===== src/hw/rtl/door_open_timeout_clock_defines.svh =====
// assertion macros for the door clock
`ifndef DOOR_OPEN_TIMEOUT_CLOCK_DEFINES_SVH
`define DOOR_OPEN_TIMEOUT_CLOCK_DEFINES_SVH

// checked on every clock edge outside reset
`define DOTC_ASSERT(label, prop) \
  label: assert property (@(posedge clk) disable iff (rst) prop) else $error("assertion failed");

// checked on every clock edge, reset included
`define DOTC_ASSERT_ALWAYS(label, prop) \
  label: assert property (@(posedge clk) prop) else $error("assertion failed");

`endif


===== src/hw/rtl/dotc_pkg.sv =====
`default_nettype none

package dotc_pkg;

  localparam int unsigned ADDR_W = 5;
  localparam int unsigned DATA_W = 32;
  localparam int unsigned OUT_TDATA_W = 40;

  // button ladder thresholds
  localparam logic [7:0] LVL_NONE   = 8'd230;
  localparam logic [7:0] LVL_SELECT = 8'd180;
  localparam logic [7:0] LVL_LEFT   = 8'd130;
  localparam logic [7:0] LVL_DOWN   = 8'd80;
  localparam logic [7:0] LVL_UP     = 8'd30;

  localparam logic [6:0] SEC_PER_MIN = 7'd60;
  localparam logic [4:0] HOUR_TOP    = 5'd12;
  localparam logic [3:0] HOUR_MAX    = 4'd12;
  localparam logic [3:0] HOUR_MIN    = 4'd1;
  localparam logic [2:0] TENS_MAX    = 3'd5;
  localparam logic [3:0] ONES_MAX    = 4'd9;
  localparam logic [4:0] ONES_WRAP   = 5'd10;
  localparam logic [3:0] TENS_WRAP   = 4'd6;
  localparam logic [3:0] DOOR_MIN_MAX = 4'd9;
  localparam logic [5:0] CLOSE_CNT_MAX = 6'd63;

  typedef enum logic [2:0] {
    REG_WIN_START   = 3'd0,
    REG_WIN_END     = 3'd1,
    REG_WIN_PM      = 3'd2,
    REG_CLOSED_LVL  = 3'd3,
    REG_OPEN_LIMIT  = 3'd4,
    REG_CLOSE_DUR   = 3'd5
  } dotc_reg_t;

  typedef enum logic {
    REQ_SAMPLE = 1'b0,
    REQ_TICK   = 1'b1
  } dotc_req_t;

  typedef enum logic [1:0] {
    MODE_IDLE    = 2'd0,
    MODE_OPEN    = 2'd1,
    MODE_CLOSING = 2'd2
  } dotc_mode_t;

  typedef enum logic [1:0] {
    CUR_HOUR = 2'd0,
    CUR_TENS = 2'd1,
    CUR_ONES = 2'd2,
    CUR_HALF = 2'd3
  } dotc_cursor_t;

  typedef enum logic [2:0] {
    BTN_NONE,
    BTN_SELECT,
    BTN_LEFT,
    BTN_DOWN,
    BTN_UP,
    BTN_RIGHT
  } dotc_btn_t;

  typedef struct packed {
    logic [3:0] win_start;
    logic [3:0] win_end;
    logic       win_pm;
    logic [7:0] closed_level;
    logic [3:0] open_limit;
    logic [5:0] close_dur;
  } dotc_cfg_t;

  typedef struct packed {
    dotc_req_t  req_type;
    logic [7:0] adc_level;
  } dotc_item_t;

  typedef struct packed {
    logic         set_done;
    logic [3:0]   hour;
    logic [2:0]   min_tens;
    logic [3:0]   min_ones;
    logic         pm;
    logic [5:0]   sec;
    dotc_cursor_t cursor;
    dotc_mode_t   mode;
    logic [3:0]   door_min;
    logic [2:0]   door_tens;
    logic [3:0]   door_ones;
    logic [5:0]   close_count;
  } dotc_state_t;

  function automatic dotc_btn_t decode_button(input logic [7:0] level);
    dotc_btn_t btn;
    if (level > LVL_NONE) begin
      btn = BTN_NONE;
    end else if (level > LVL_SELECT) begin
      btn = BTN_SELECT;
    end else if (level > LVL_LEFT) begin
      btn = BTN_LEFT;
    end else if (level > LVL_DOWN) begin
      btn = BTN_DOWN;
    end else if (level > LVL_UP) begin
      btn = BTN_UP;
    end else begin
      btn = BTN_RIGHT;
    end
    return btn;
  endfunction

endpackage

`default_nettype wire


===== src/hw/rtl/dotc_cfg.sv =====
`default_nettype none

module dotc_cfg (
  input  wire logic                         clk,
  input  wire logic                         rst,
  input  wire logic                         psel,
  input  wire logic                         penable,
  input  wire logic                         pwrite,
  input  wire logic [dotc_pkg::ADDR_W-1:0]  paddr,
  input  wire logic [dotc_pkg::DATA_W-1:0]  pwdata,
  output logic      [dotc_pkg::DATA_W-1:0]  prdata,
  output logic                              pready,
  output dotc_pkg::dotc_cfg_t               cfg
);

  dotc_pkg::dotc_reg_t reg_sel;
  logic                wr_en;

  assign pready  = 1'b1;
  assign wr_en   = psel && penable && pwrite && pready;
  assign reg_sel = dotc_pkg::dotc_reg_t'(paddr[dotc_pkg::ADDR_W-1:2]);

  always_ff @(posedge clk) begin
    if (rst) begin
      cfg.win_start    <= 4'd6;
      cfg.win_end      <= 4'd10;
      cfg.win_pm       <= 1'b0;
      cfg.closed_level <= 8'd130;
      cfg.open_limit   <= 4'd10;
      cfg.close_dur    <= 6'd5;
    end else if (wr_en) begin
      unique case (reg_sel)
        dotc_pkg::REG_WIN_START:  cfg.win_start    <= pwdata[3:0];
        dotc_pkg::REG_WIN_END:    cfg.win_end      <= pwdata[3:0];
        dotc_pkg::REG_WIN_PM:     cfg.win_pm       <= pwdata[0];
        dotc_pkg::REG_CLOSED_LVL: cfg.closed_level <= pwdata[7:0];
        dotc_pkg::REG_OPEN_LIMIT: cfg.open_limit   <= pwdata[3:0];
        dotc_pkg::REG_CLOSE_DUR:  cfg.close_dur    <= pwdata[5:0];
        default: ;
      endcase
    end
  end

  always_comb begin
    prdata = '0;
    unique case (reg_sel)
      dotc_pkg::REG_WIN_START:  prdata[3:0] = cfg.win_start;
      dotc_pkg::REG_WIN_END:    prdata[3:0] = cfg.win_end;
      dotc_pkg::REG_WIN_PM:     prdata[0]   = cfg.win_pm;
      dotc_pkg::REG_CLOSED_LVL: prdata[7:0] = cfg.closed_level;
      dotc_pkg::REG_OPEN_LIMIT: prdata[3:0] = cfg.open_limit;
      dotc_pkg::REG_CLOSE_DUR:  prdata[5:0] = cfg.close_dur;
      default: ;
    endcase
  end

endmodule

`default_nettype wire


===== src/hw/rtl/dotc_core.sv =====
`default_nettype none

`include "door_open_timeout_clock_defines.svh"

module dotc_core (
  input  wire logic                 clk,
  input  wire logic                 rst,
  input  wire logic                 fire,
  input  wire dotc_pkg::dotc_item_t item,
  input  wire dotc_pkg::dotc_cfg_t  cfg,
  output dotc_pkg::dotc_state_t     st_next
);

  dotc_pkg::dotc_state_t st;
  dotc_pkg::dotc_btn_t   btn;
  logic                  in_window;
  logic [4:0]            hour_sum;
  logic [6:0]            sec_sum;
  logic [4:0]            ones_sum;
  logic [4:0]            door_ones_sum;
  logic [3:0]            door_tens_sum;
  logic [4:0]            door_min_sum;
  logic [5:0]            close_inc;

  assign btn       = dotc_pkg::decode_button(item.adc_level);
  assign in_window = (st.hour >= cfg.win_start) && (st.hour <= cfg.win_end) &&
                     (st.pm == cfg.win_pm);
  assign hour_sum      = {1'b0, st.hour} + 5'd1;
  assign sec_sum       = {1'b0, st.sec} + 7'd1;
  assign ones_sum      = {1'b0, st.min_ones} + 5'd1;
  assign door_ones_sum = {1'b0, st.door_ones} + 5'd1;
  assign door_tens_sum = {1'b0, st.door_tens} + 4'd1;
  assign door_min_sum  = {1'b0, st.door_min} + 5'd1;
  assign close_inc     = (st.close_count < dotc_pkg::CLOSE_CNT_MAX) ?
                         st.close_count + 6'd1 : st.close_count;

  always_comb begin
    st_next = st;
    if (fire) begin
      if (item.req_type == dotc_pkg::REQ_SAMPLE) begin
        if (!st.set_done) begin
          unique case (btn)
            dotc_pkg::BTN_SELECT: st_next.set_done = 1'b1;
            dotc_pkg::BTN_LEFT: begin
              if (st.cursor != dotc_pkg::CUR_HOUR) begin
                st_next.cursor = dotc_pkg::dotc_cursor_t'(st.cursor - 2'd1);
              end
            end
            dotc_pkg::BTN_RIGHT: begin
              if (st.cursor != dotc_pkg::CUR_HALF) begin
                st_next.cursor = dotc_pkg::dotc_cursor_t'(st.cursor + 2'd1);
              end
            end
            dotc_pkg::BTN_UP: begin
              case (st.cursor)
                dotc_pkg::CUR_HOUR:
                  st_next.hour = (st.hour >= dotc_pkg::HOUR_MAX) ? dotc_pkg::HOUR_MIN :
                                 hour_sum[3:0];
                dotc_pkg::CUR_TENS:
                  st_next.min_tens = (st.min_tens >= dotc_pkg::TENS_MAX) ? 3'd0 :
                                     st.min_tens + 3'd1;
                dotc_pkg::CUR_ONES:
                  st_next.min_ones = (st.min_ones >= dotc_pkg::ONES_MAX) ? 4'd0 :
                                     ones_sum[3:0];
                default: st_next.pm = ~st.pm;
              endcase
            end
            dotc_pkg::BTN_DOWN: begin
              case (st.cursor)
                dotc_pkg::CUR_HOUR:
                  st_next.hour = (st.hour <= dotc_pkg::HOUR_MIN ||
                                  st.hour > dotc_pkg::HOUR_MAX) ?
                                 dotc_pkg::HOUR_MAX : st.hour - 4'd1;
                dotc_pkg::CUR_TENS:
                  st_next.min_tens = (st.min_tens == 3'd0 ||
                                      st.min_tens > dotc_pkg::TENS_MAX) ?
                                     dotc_pkg::TENS_MAX : st.min_tens - 3'd1;
                dotc_pkg::CUR_ONES:
                  st_next.min_ones = (st.min_ones == 4'd0 ||
                                      st.min_ones > dotc_pkg::ONES_MAX) ?
                                     dotc_pkg::ONES_MAX : st.min_ones - 4'd1;
                default: st_next.pm = ~st.pm;
              endcase
            end
            default: ;
          endcase
        end else if (st.mode != dotc_pkg::MODE_CLOSING) begin
          if (in_window && item.adc_level <= cfg.closed_level) begin
            st_next.mode = dotc_pkg::MODE_OPEN;
          end else begin
            st_next.mode = dotc_pkg::MODE_IDLE;
          end
        end
      end else if (st.set_done) begin
        // clock advance
        if (sec_sum < dotc_pkg::SEC_PER_MIN) begin
          st_next.sec = sec_sum[5:0];
        end else begin
          st_next.sec = 6'd0;
          if (ones_sum < dotc_pkg::ONES_WRAP) begin
            st_next.min_ones = ones_sum[3:0];
          end else begin
            st_next.min_ones = 4'd0;
            if (st.min_tens < dotc_pkg::TENS_MAX) begin
              st_next.min_tens = st.min_tens + 3'd1;
            end else begin
              st_next.min_tens = 3'd0;
              if (hour_sum == dotc_pkg::HOUR_TOP) begin
                st_next.hour = hour_sum[3:0];
                st_next.pm   = ~st.pm;
              end else if (hour_sum > dotc_pkg::HOUR_TOP) begin
                st_next.hour = dotc_pkg::HOUR_MIN;
              end else begin
                st_next.hour = hour_sum[3:0];
              end
            end
          end
        end
        // door timer
        unique case (st.mode)
          dotc_pkg::MODE_OPEN: begin
            if (door_ones_sum < dotc_pkg::ONES_WRAP) begin
              st_next.door_ones = door_ones_sum[3:0];
            end else begin
              st_next.door_ones = 4'd0;
              if (door_tens_sum < dotc_pkg::TENS_WRAP) begin
                st_next.door_tens = door_tens_sum[2:0];
              end else begin
                st_next.door_tens = 3'd0;
                if (door_min_sum >= {1'b0, cfg.open_limit} ||
                    st.door_min >= dotc_pkg::DOOR_MIN_MAX) begin
                  st_next.mode        = dotc_pkg::MODE_CLOSING;
                  st_next.close_count = 6'd0;
                  st_next.door_min    = 4'd0;
                end else begin
                  st_next.door_min = door_min_sum[3:0];
                end
              end
            end
          end
          dotc_pkg::MODE_CLOSING: begin
            st_next.door_min  = 4'd0;
            st_next.door_tens = 3'd0;
            st_next.door_ones = 4'd0;
            if (close_inc >= cfg.close_dur) begin
              st_next.mode        = dotc_pkg::MODE_IDLE;
              st_next.close_count = 6'd0;
            end else begin
              st_next.close_count = close_inc;
            end
          end
          default: begin
            st_next.door_min  = 4'd0;
            st_next.door_tens = 3'd0;
            st_next.door_ones = 4'd0;
          end
        endcase
      end
    end
  end

  always_ff @(posedge clk) begin
    if (rst) begin
      st.set_done    <= 1'b0;
      st.hour        <= dotc_pkg::HOUR_MIN;
      st.min_tens    <= 3'd0;
      st.min_ones    <= 4'd0;
      st.pm          <= 1'b0;
      st.sec         <= 6'd0;
      st.cursor      <= dotc_pkg::CUR_HOUR;
      st.mode        <= dotc_pkg::MODE_IDLE;
      st.door_min    <= 4'd0;
      st.door_tens   <= 3'd0;
      st.door_ones   <= 4'd0;
      st.close_count <= 6'd0;
    end else begin
      st <= st_next;
    end
  end

  `DOTC_ASSERT(a_set_sticky, st.set_done |=> st.set_done)
  `DOTC_ASSERT(a_idle_before_set, !st.set_done |-> st.mode == dotc_pkg::MODE_IDLE)
  `DOTC_ASSERT(a_clock_held_before_set, !st.set_done |=> $stable(st.sec))
  `DOTC_ASSERT(a_closing_clears_timer,
               st.mode == dotc_pkg::MODE_CLOSING |->
               (st.door_min == 4'd0 && st.door_tens == 3'd0 && st.door_ones == 4'd0))

endmodule

`default_nettype wire


===== src/hw/rtl/door_open_timeout_clock.sv =====
// a request is first held in the input register; its result is then registered for the output
// throughput: one request per cycle while the output accepts every cycle
// an output stall holds back the input once one request waits in each register
// reset is synchronous and active high; it clears the clock, cursor, door
// timer and handshake state and restores the register defaults
`default_nettype none

module door_open_timeout_clock (
  input  wire logic                                 clk,
  input  wire logic                                 rst,
  input  wire logic                                 s_axis_tvalid,
  output logic                                      s_axis_tready,
  input  wire logic [7:0]                           s_axis_tdata,  // adc_level
  input  wire logic                                 s_axis_tuser,  // req_type
  output logic                                      m_axis_tvalid,
  input  wire logic                                 m_axis_tready,
  // hour, minute_tens, minute_ones, is_pm, second, clock_valid, cursor_field,
  // door_mode, open_minutes, open_sec_tens, open_sec_ones, zero fill
  output logic [dotc_pkg::OUT_TDATA_W-1:0]          m_axis_tdata,
  input  wire logic                                 psel,
  input  wire logic                                 penable,
  input  wire logic                                 pwrite,
  input  wire logic [dotc_pkg::ADDR_W-1:0]          paddr,
  input  wire logic [dotc_pkg::DATA_W-1:0]          pwdata,
  output logic      [dotc_pkg::DATA_W-1:0]          prdata,
  output logic                                      pready
);

  dotc_pkg::dotc_cfg_t   cfg;
  dotc_pkg::dotc_item_t  in_item;
  dotc_pkg::dotc_state_t st_next;
  dotc_pkg::dotc_state_t res;
  logic                  in_valid;
  logic                  advance;
  logic                  fire;

  assign advance       = !m_axis_tvalid || m_axis_tready;
  assign fire          = in_valid && advance;
  assign s_axis_tready = !in_valid || advance;

  always_ff @(posedge clk) begin
    if (rst) begin
      in_valid      <= 1'b0;
      m_axis_tvalid <= 1'b0;
    end else begin
      if (s_axis_tvalid && s_axis_tready) begin
        in_valid <= 1'b1;
      end else if (advance) begin
        in_valid <= 1'b0;
      end
      if (advance) begin
        m_axis_tvalid <= in_valid;
      end
    end
  end

  always_ff @(posedge clk) begin
    if (s_axis_tvalid && s_axis_tready) begin
      in_item.req_type  <= dotc_pkg::dotc_req_t'(s_axis_tuser);
      in_item.adc_level <= s_axis_tdata;
    end
    if (fire) begin
      res <= st_next;
    end
  end

  dotc_cfg u_cfg (
    .clk     (clk),
    .rst     (rst),
    .psel    (psel),
    .penable (penable),
    .pwrite  (pwrite),
    .paddr   (paddr),
    .pwdata  (pwdata),
    .prdata  (prdata),
    .pready  (pready),
    .cfg     (cfg)
  );

  dotc_core u_core (
    .clk     (clk),
    .rst     (rst),
    .fire    (fire),
    .item    (in_item),
    .cfg     (cfg),
    .st_next (st_next)
  );

  assign m_axis_tdata = {6'd0, res.door_ones, res.door_tens, res.door_min, res.mode,
                         res.cursor, res.set_done, res.sec, res.pm, res.min_ones,
                         res.min_tens, res.hour};

endmodule

`default_nettype wire


===== config.mk =====
export PLATFORM = sky130hd
export DESIGN_NAME = door_open_timeout_clock
export DESIGN_NICKNAME = d
export VERILOG_FILES = /design/src/hw/rtl/dotc_pkg.sv /design/src/hw/rtl/dotc_cfg.sv /design/src/hw/rtl/dotc_core.sv /design/src/hw/rtl/door_open_timeout_clock.sv
export VERILOG_INCLUDE_DIRS = /design/src /design/src/hw/rtl
export SDC_FILE = /design/constraint.sdc
export NUM_CORES = 1
export LEC_CHECK = 0
export BUFFER_PORTS_ARGS = -buffer_cell sky130_fd_sc_hd__buf_2
export CAP_MARGIN = 30
export CELL_PAD_IN_SITES_DETAIL_PLACEMENT = 0
export CELL_PAD_IN_SITES_GLOBAL_PLACEMENT = 1
export CORE_MARGIN = 2
export CORE_UTILIZATION = 25
export CTS_CLUSTER_SIZE = 24
export DETAILED_ROUTE_END_ITERATION = 7
export PLACE_DENSITY_LB_ADDON = 0.25
export SLEW_MARGIN = 20
export SYNTH_ARGS = -nofsm -noshare
export SYNTH_HDL_FRONTEND = slang
export SYNTH_HIERARCHICAL = 1
export SYNTH_SLANG_ARGS = --single-unit

===== constraint.sdc =====
create_clock -name clk -period 6.8 [get_ports clk]
set_clock_uncertainty 0.15 [all_clocks]
set_input_delay 1.02 -clock clk [delete_from_list [all_inputs] [get_ports clk]]
set_output_delay 1.02 -clock clk [all_outputs]
set_load 0.02 [all_outputs]

==> results.py <==
metrics = {
    "run_status": {
        "outcome": "finished clean",
    },
    "setup_path": {
        "cp.arrival_ns": 3.64,
        "timing.critical_path.cells": "buf_2 -> nand2b_1 -> and2_2 -> buf_4 -> nand2_1 -> a211o_1 -> nor4_1 -> a211oi_1 -> a31o_2",
        "slowest_delay_ns": 0.45,
        "endpoint_kind": "register",
        "r2r_start": "m_axis_tvalid$_SDFFE_PP0P_",
        "worstSetupPathType": "input port to register",
        "crit_required_ns": 6.76,
        "crit_family": "simple AND/OR/NAND/NOR gates",
        "start_kind": "input port",
        "path_max_fanout": 29,
        "path_buf_inv": 2,
        "slowest_stage": "and2_2",
        "cp-startpoint": "m_axis_tready",
    },
    "logic_synthesis": {
        "synth_area_um2": 7390,
        "netlist_instances": 834,
        "avgSynthCellArea_um2": 8.86,
        "yosysWarningCount": 6,
    },
    "cells_and_area": {
        "drive_gt1_frac": 0.139,
        "num-nets-final": 977,
        "most-common-layout-cells": "73 x buf_2, 69 x dfxtp_1, 60 x nor2_1",
        "final_common_cell": "buf_2",
        "n_antenna_cell": 0,
        "final_cell_count_no_fill": 1267,
        "syn2layout_area_growth_pct": 11.3,
    },
    "global_routing": {
        "globalRouteOverflowTotal": 0,
        "grt_pass1_vias": 5895,
        "grt_pass1_wl_mm": 32.6,
        "grt_usage": 0.133,
        "grt_max_degree": 60,
        "grt_antenna_before_repair": 0,
    },
    "detailed_routing": {
        "routedLengthMet1_mm": 10.4,
        "highest_layer": "met4",
        "drcViolationCount": 0,
        "wl_mm": 20.3,
        "drt-initial-drc-count": 407,
        "vias": 6106,
        "antenna_left": 0,
        "wl_met3_um": 862,
        "wl_per_cell_um": 16.0,
        "wl_met2_mm": 8.84,
        "drt-vias-per-instance": 4.82,
        "drtPass1Iterations": 5,
    },
    "clocking": {
        "holdBufCountCts": 0,
        "worstSkewPairLatency_ns": 0.36,
        "cts.clk_slew.worst_paths_ns": 0.07,
        "cts_htree_levels": 3,
        "cts_sinks": 112,
        "cts_buffers": 9,
        "clockRootBuffer": "clkbuf_16",
        "cts_resized": 0,
        "post_cts_buffers": 0,
        "cts_tree": "built",
        "clockBufferDepth": 2,
    },
    "placement": {
        "hpwl_mm": 14.6,
        "io_buffers": 70,
        "dpl.cell_count": 1251,
        "gp_congestion": 0.792,
    },
    "sta": {
        "worstMarginPinSlew_ns": 0.837,
        "hold_ws_ns": 0.344,
        "max_freq_ghz": 0.272,
        "rsz0062_at_grt": "false",
        "post-route-period-util": 0.541,
        "slew_viol_final": 0,
        "final-setup-viol-count": 0,
        "layout_min_cycle_time_ns": 3.68,
        "max_slew_margin": 0.437,
        "hold_viol": 0,
        "tns_ns": 0,
    },
    "die": {
        "row_count": 62,
        "dieHeight_um": 176,
        "ios": 128,
        "die_area_um2": 30900,
        "initial_core_util": 0.255,
        "fp.dieW_um": 176,
        "core_um2": 28900,
    },
    "job": {
        "drv_cap": 0,
    },
    "pwr": {
        "finalPower_mw": 1.41,
        "ir_drop_mv": 0.101,
        "p_leak_nw": 3.22,
        "p_per_area_nw_per_um2": 171,
    },
    "worst_hold_path": {
        "hold_path_class": "register to register",
        "hp-start": "in_valid$_SDFFE_PP0P_",
    },
}
-- final timing paths --
path / endpoint / slack, ns / cells past startpoint
setup reg to reg: m_axis_tdata[0]$_DFFE_PP_ / 3.54 / 8
setup / recovery: m_axis_tdata[0]$_DFFE_PP_ / 3.12 / 9
hold reg to reg: m_axis_tvalid$_SDFFE_PP0P_ / 0.34 / 2
hold / removal: m_axis_tvalid$_SDFFE_PP0P_ / 0.34 / 2
-- final cells by class --
cell class              instances  area [um^2]
clock buffers                  10          229
clock inverters                 6         52.6
fillers                      3155        20700
inverters                      51          191
multi-input cells             628         4210
flip-flops and latches        112         2670
well taps                     384          480
repair buffers                 76          388
-- through the flow --
step / utilization / setup slack, ns / area [um^2]
floorplan: - / 3.57 / 7490
global placement: 0.274 / 2.67 / 7930
detailed placement: 0.275 / 2.69 / 7940
CTS: 0.284 / 3.07 / 8230
global route: 0.284 / 2.82 / 8230
finish: 0.284 / 3.12 / 8230
-- report_power, final --
group,internal (mW),switching (mW),total (mW)
logic,0.0459,0.106,0.152
clock network,0.256,0.272,0.527
registers,0.711,0.0162,0.727
-- routing by layer --
layer | vias up | GRT usage
met4 | 0 | 0.0324
met3 | 14 | 0.0253
met1 | 2861 | 0.190
li1 | 3095 | -
met5 | - | 0
met2 | 136 | 0.205
-- worst register-to-register path: stages (launching register included) --
cell and delay [ns]:
dfxtp_1 0.34, nand2b_1 0.09, and2_2 0.45, buf_4 0.44
nand2_1 0.30, a211o_1 0.38, nor4_1 0.41, a211oi_1 0.19
a31o_2 0.25
-- state kept, by name, summed over array words and instances (netlist names) --
register and cells:
in_valid 1, in_item 9, u_cfg/cfg 27, m_axis_tdata 34, m_axis_tvalid 1, u_core/st 40
(Power assumes the default switching activity.)
